===== src/rtl/ric_pkg.sv =====
// Shared widths, codes and word types for the reference-counted inode cache.
package ric_pkg;

  localparam int CMD_W   = 2;
  localparam int DEV_W   = 8;
  localparam int INO_W   = 32;
  localparam int SLOT_W  = 6;
  localparam int STAT_W  = 3;
  localparam int ENTRY_W = 6;
  localparam int BLK_W   = 32;
  localparam int OFF_W   = 3;   // eight inodes to a disk block
  localparam int REFS_W  = 16;

  localparam logic [REFS_W-1:0] REFS_MAX = '1;
  localparam logic [REFS_W-1:0] REFS_ONE = REFS_W'(1);

  // Request codes
  localparam logic [CMD_W-1:0] CMD_GET   = 2'd0;
  localparam logic [CMD_W-1:0] CMD_PUT   = 2'd1;
  localparam logic [CMD_W-1:0] CMD_DIRTY = 2'd2;
  localparam logic [CMD_W-1:0] CMD_NONE  = 2'd3;

  // Result status codes
  localparam logic [STAT_W-1:0] STAT_HIT       = 3'd0;
  localparam logic [STAT_W-1:0] STAT_MISS      = 3'd1;
  localparam logic [STAT_W-1:0] STAT_FULL      = 3'd2;
  localparam logic [STAT_W-1:0] STAT_HELD      = 3'd3;
  localparam logic [STAT_W-1:0] STAT_CLEAN     = 3'd4;
  localparam logic [STAT_W-1:0] STAT_WRITEBACK = 3'd5;
  localparam logic [STAT_W-1:0] STAT_FREE      = 3'd6;
  localparam logic [STAT_W-1:0] STAT_MARKED    = 3'd7;

  typedef struct packed {
    logic [CMD_W-1:0]  cmd;
    logic [DEV_W-1:0]  device;
    logic [INO_W-1:0]  inode_number;
    logic [SLOT_W-1:0] slot;
  } req_t;

  typedef struct packed {
    logic [STAT_W-1:0]  status;
    logic [ENTRY_W-1:0] entry;
    logic [BLK_W-1:0]   disk_block;
    logic [OFF_W-1:0]   block_offset;
  } rsp_t;

  typedef logic [BLK_W-1:0] cfg_word_t;

  // Broadcast from the controller to every cell; key is inode number minus one
  typedef struct packed {
    logic              commit;
    logic [CMD_W-1:0]  cmd;
    logic              hit_any;
    logic [DEV_W-1:0]  device;
    logic [INO_W-1:0]  key;
  } cell_op_t;

  // What a cell shows when it is the addressed slot; all zero otherwise
  typedef struct packed {
    logic             live_sel;
    logic             last_ref;
    logic             dirty;
    logic [INO_W-1:0] key;
  } cell_view_t;

endpackage


===== src/rtl/ric_cell.sv =====
// One table entry: key compare, free-slot grant chain link and entry update.
module ric_cell (
  input  logic                  clk,
  input  logic                  rst,
  input  ric_pkg::cell_op_t     op,
  input  logic                  sel,
  input  logic                  free_before_in,
  output logic                  free_before_out,
  output logic                  match,
  output logic                  grant,
  output ric_pkg::cell_view_t   view
);

  logic [ric_pkg::DEV_W-1:0]  dev;
  logic [ric_pkg::INO_W-1:0]  key;
  logic [ric_pkg::REFS_W-1:0] refs;
  logic                       dirty;
  logic                       live;
  logic                       live_sel;

  assign live     = (refs != '0);
  assign live_sel = sel && live;
  assign match    = live && (dev == op.device) && (key == op.key);

  // Pass the "a free entry lies below" token on to the next cell
  assign grant           = !live && !free_before_in;
  assign free_before_out = free_before_in || !live;

  assign view.live_sel = live_sel;
  assign view.last_ref = live_sel && (refs == ric_pkg::REFS_ONE);
  assign view.dirty    = live_sel && dirty;
  assign view.key      = live_sel ? key : '0;

  always_ff @(posedge clk) begin
    if (rst) begin
      refs <= '0;
    end else if (op.commit) begin
      unique case (op.cmd)
        ric_pkg::CMD_GET: begin
          if (op.hit_any) begin
            if (match && refs != ric_pkg::REFS_MAX) begin
              refs <= refs + ric_pkg::REFS_ONE;
            end
          end else if (grant) begin
            refs <= ric_pkg::REFS_ONE;
          end
        end
        ric_pkg::CMD_PUT: begin
          if (live_sel) begin
            refs <= refs - ric_pkg::REFS_ONE;
          end
        end
        ric_pkg::CMD_DIRTY, ric_pkg::CMD_NONE: begin
        end
      endcase
    end
  end

  always_ff @(posedge clk) begin
    if (op.commit) begin
      unique case (op.cmd)
        ric_pkg::CMD_GET: begin
          if (!op.hit_any && grant) begin
            dev   <= op.device;
            key   <= op.key;
            dirty <= 1'b0;
          end
        end
        ric_pkg::CMD_DIRTY: begin
          if (live_sel) begin
            dirty <= 1'b1;
          end
        end
        ric_pkg::CMD_PUT, ric_pkg::CMD_NONE: begin
        end
      endcase
    end
  end

endmodule

===== config.mk =====
export PLATFORM = sky130hd
export DESIGN_NAME = ric_cell
export DESIGN_NICKNAME = d
export VERILOG_FILES = /design/src/rtl/ric_pkg.sv /design/src/rtl/ric_cell.sv
export SDC_FILE = /design/constraint.sdc
export NUM_CORES = 1
export LEC_CHECK = 0
export BUFFER_PORTS_ARGS = -buffer_cell sky130_fd_sc_hd__buf_4
export CAP_MARGIN = 20
export CORE_MARGIN = 2
export CORE_UTILIZATION = 55
export CTS_CLUSTER_SIZE = 28
export DETAILED_ROUTE_END_ITERATION = 10
export PLACE_DENSITY = 0.8
export SETUP_SLACK_MARGIN = 0.2
export SYNTH_ARGS = -nofsm -noshare
export SYNTH_HDL_FRONTEND = slang
export SYNTH_SLANG_ARGS = --single-unit

===== constraint.sdc =====
create_clock -name clk -period 10.6 [get_ports clk]
set_input_delay 1.06 -clock clk [delete_from_list [all_inputs] [get_ports clk]]
set_output_delay 1.06 -clock clk [all_outputs]
set_load 0.03 [all_outputs]

# == Word-level counts from Yosys, hierarchy flattened ==
# Index checks and enable logic that the tools add are counted.
# classes
n_eq_ne,11
reduce_logical,19
n_mux,9
addsub,2
# op_table
op,n
two-way mux 16 bit,4
equality test 32 bit,1
two-way mux 32 bit,1
case mux 16 bit (2 select lines),1
adder 16 x 1 -> 16 bit (second input constant),1
equality test 16 x 1 -> 1 bit (second input constant),1
inequality test 16 bit (second input constant),1
nonzero test 16 bit,1
subtractor 16 x 1 -> 16 bit (second input constant),1
equality test 8 bit,1
logical AND 1 bit,8
inequality test 2 bit (second input constant),3
inequality test 3 bit (second input constant),2
AND reduction 5 bit,1
AND reduction 4 bit,1
nonzero test 2 bit,2
zero test 1 bit,3
AND reduction 3 bit,1
equality test 2 x 1 -> 1 bit (second input constant),1
equality test 2 bit (second input constant),1
zero test 2 bit,1
two-way mux 1 bit,2
case mux 1 bit (2 select lines),1
logical OR 1 bit,1
# word_totals
input_bits,48
wordCells,45
output_inout_bits,38
ff_bits,57

# == Depth between registers and ports, before layout ==
# logic_depth
depth_word,7
depth_mapped,9
depth_no_buf,8

# == Worst setup path before layout ==
# Ideal clock, no wire load.
# synth_timing
kind,input to register
from,input port op[40] (netlist bit)
to,"register dev[0] (netlist bit), enable pin"
t_required_ns,10.113
setup_ns,0.487
path_buffers,1
path_stages,3
slack_ns,5.566
t_arrival_ns,4.546
path_cell_list,clkbuf_1 > or4_1 > nor3_1
# synth_via
elab_chain_cells,3
# synth_rtl
item,line_no,source
start: declaration,ric_cell.sv:5,"input ric_pkg::cell_op_t op,"
zero test 1 bit,ric_cell.sv:63,if (!op.hit_any && grant) begin
logical AND 1 bit,ric_cell.sv:63,
AND reduction 3 bit (no line),--,
end signal: assignment,ric_cell.sv:64,dev <= op.device;
end: declaration,ric_cell.sv:14,logic [ric_pkg::DEV_W-1:0] dev;
# No other way between the ends.
# A chain may end at the register's enable or synchronous reset.

==> results.md <==
* Clock Power Share at 0.343
* Final clock skew at 0.009083 ns
* Post-Syn Area per Cell at 9.933 um2
* N_diodes at 0
* Area leader, netlist: edfxtp_1
* CP startpoint kind: flop
* Fmax achieved at 243.1 MHz
* Die W at 82.82 um
* Synth Cell Area at 0.003417 mm2
* Post-route setup TNS at 0 ns
* Largest net degree at the start of global routing at 41
* Critical path type: reg -> out
* Buffers on Ports at 85
* Hold crit path type: reg -> reg
* Post-CTS Setup Repair Bufs at 0
* Most frequent cells in the layout: buf_4, edfxtp_1, xor2_1
* Slew Limit Headroom at 0.4011
* Status: completed
* Final min period at 4.114 ns
* Post_cts resized at 0
* Commonest register cell after synthesis: edfxtp_1
* Non-Filler Instances at 501
* Die H at 82.82 um
* Worst hold slack at 0.5539 ns
* # DRC at 0
* Routed Antenna Nets at 0
* MaxCap Viol Count at 0
* Commonest non-fill, non-tap cell in the layout: buf_4
* Die area at 0.006859 mm2
* Yosys top cell area share at 0.3603
* Post-CTS Hold Buffers at 0
* Int Power at 400.4 uW
* Initial antenna violation count at 0
* CP max stage delay at 0.57 ns
* Fillers at 459
* Crit path DAT at 3.05 ns
* Main area contributors after synthesis: edfxtp_1, xor2_1, dfxtp_1, and2_1, nor2_1
* P_sw at 174.7 uW
* Gr ovfl total at 0
* P_leak at 1.663 nW
* DR iter-0 viols at 430
* Worst Path Required at 9.54 ns
* Core Region at 0.005956 mm2
* Yosys reg bits at 57
* Yosys warns at 0
* Number of global-route vias before repair at 2956
* CP Max Fanout at 35
* Pwr dens at 135.3 mW/mm2
* Rows at 28
* Placed cell count at 485
* Share of layout cells above drive strength 1 at 0.2700
* Total Power at 575.1 uW
* Setup crit end kind: output port
* Area Overhead vs Synth at 24.42%
* Synth Net Count at 396
* Maximum vdd drop at 111.3 uV
* Final Hold Fails at 0
* Sequential area share after synthesis at 0.4540
* Fin crit share at 0.3881
* Switch share at 0.3038
* Asr flop ratio synth at 0
* DR WL/cell at 17.95 um
* Routed WL at 8995 um
* Cell count after synthesis at 344
* CTS tree: built
* Total GRT Usage at 0.2589
* Worst path slowest cell: inv_1
* Number of CTS-inserted buffers at 9
* Actual slew at the worst max-slew pin at 0.8973 ns
* Nets at 473
* DR vias/cell at 6.130
* Clock slew at reported path FFs at 0.07 ns
* Routability Congestion at 0.9231
* Worst-path cell chain: nor4_1 > nand4_1 > o21ai_0 > inv_1 > and2_1 > buf_4
* Worst skew pair latency at 0.33 ns
* DPL Wire Length at 6221 um
* Root Driver: clkbuf_8
* DRT Pass-1 Iters at 5
* Initial core utilization at 0.5737
* RSZ-0062 raised after global routing: false
* EDFF count, synth at 41
* Number of placed I/O pins at 86
* H-tree depth at 3
* Combinational power share at 0.228
* Netlist cell types at 53
* Slew Viols, Final at 0
* Clock Sinks at 57
* Deepest clock path buffer count at 2
* First-pass GRT wire length at 14460 um
* Flop pwr share at 0.429
* Final setup vio count at 0
* Vias at 3071
power by group through the flow:
stage                     clock network (mW)  logic, mW  registers (mW)
after floorplan                            0     0.0822           0.250
after CTS                              0.201      0.130           0.247
after global placement                     0      0.128           0.251
final                                  0.197      0.131           0.247
after global routing                   0.212      0.141           0.247
after detailed placement                   0      0.130           0.252
final cells by class:
cell class	instances	area, um2	area share
clock buffer	11	131.4	0.03090
clock inverter	5	56.30	0.01324
inverter	9	33.78	0.007946
multi-input combinational	257	1732	0.4073
sequential	57	1551	0.3649
tap	75	93.84	0.02207
timing repair buffer	87	653.1	0.1536
cell usage after synthesis, drive strengths merged, types with 5 or more instances:
master and count:
a21oi 15, a31oi 7, and2 34, buf 9, clkbuf 12, dfxtp 16
edfxtp 41, inv 9, nand2 16, nand3 11, nand4 7, nor2 29
nor3 10, nor4 16, o21ai 10, o311ai 11, o31ai 5, o41ai 6
xor2 40
path summary, 6_finish.rpt:
kind / slack (ns) / start / cells past startpoint / endpoint
worst min register to register: 0.55 / refs[6]$_SDFFE_PP0P_ / 2 / refs[6]$_SDFFE_PP0P_
worst max register to register: 7.61 / refs[4]$_SDFFE_PP0P_ / 6 / dirty$_DFFE_PP_
worst min-delay path: 0.55 / refs[6]$_SDFFE_PP0P_ / 2 / refs[6]$_SDFFE_PP0P_
worst max-delay path: 6.49 / refs[4]$_SDFFE_PP0P_ / 6 / view[0]
metrics by stage:
stage | setup slack (ns) | util | instance area [um2]
finish | 6.486 | 0.7139 | 4252
global route | 6.309 | 0.7139 | 4252
CTS | 6.548 | 0.7139 | 4252
detailed placement | 6.919 | 0.6824 | 4064
global placement | 6.920 | 0.6824 | 4064
floorplan | 5.566 | - | 3417
state kept, by name (all words and copies together) (netlist names):
register,count
dev,8
dirty,1
key,32
refs,16
kinds of logic after synthesis:
| logic type | synth area share |
|---|---|
| XOR/XNOR | 0.1051 |
| AO/OA/AOI/OAI | 0.1596 |
| AND/OR/NAND/NOR | 0.2259 |
| flip-flops | 0.4540 |
| buffers and inverters | 0.04064 |
| adder cells (fa/ha/maj) | 0.01465 |
per-layer routing:
metal	vias to the layer above	part of all wire	global-route usage
met2	172	0.47	0.4084
met5	-	0	0
met3	17	0.081	0.06262
met4	0	0.019	0.08793
met1	1437	0.43	0.3510
li1	1445	-	-
critical path, delay by kind of cell, from the launching register on:
kind	cells	cell delay, ns
buffers and inverters	2	0.74
AOI/OAI and AO/OA	1	0.51
DFF	1	0.42
and+or+nand+nor	3	1.05
Note: power is estimated with default switching activity, not from simulation.
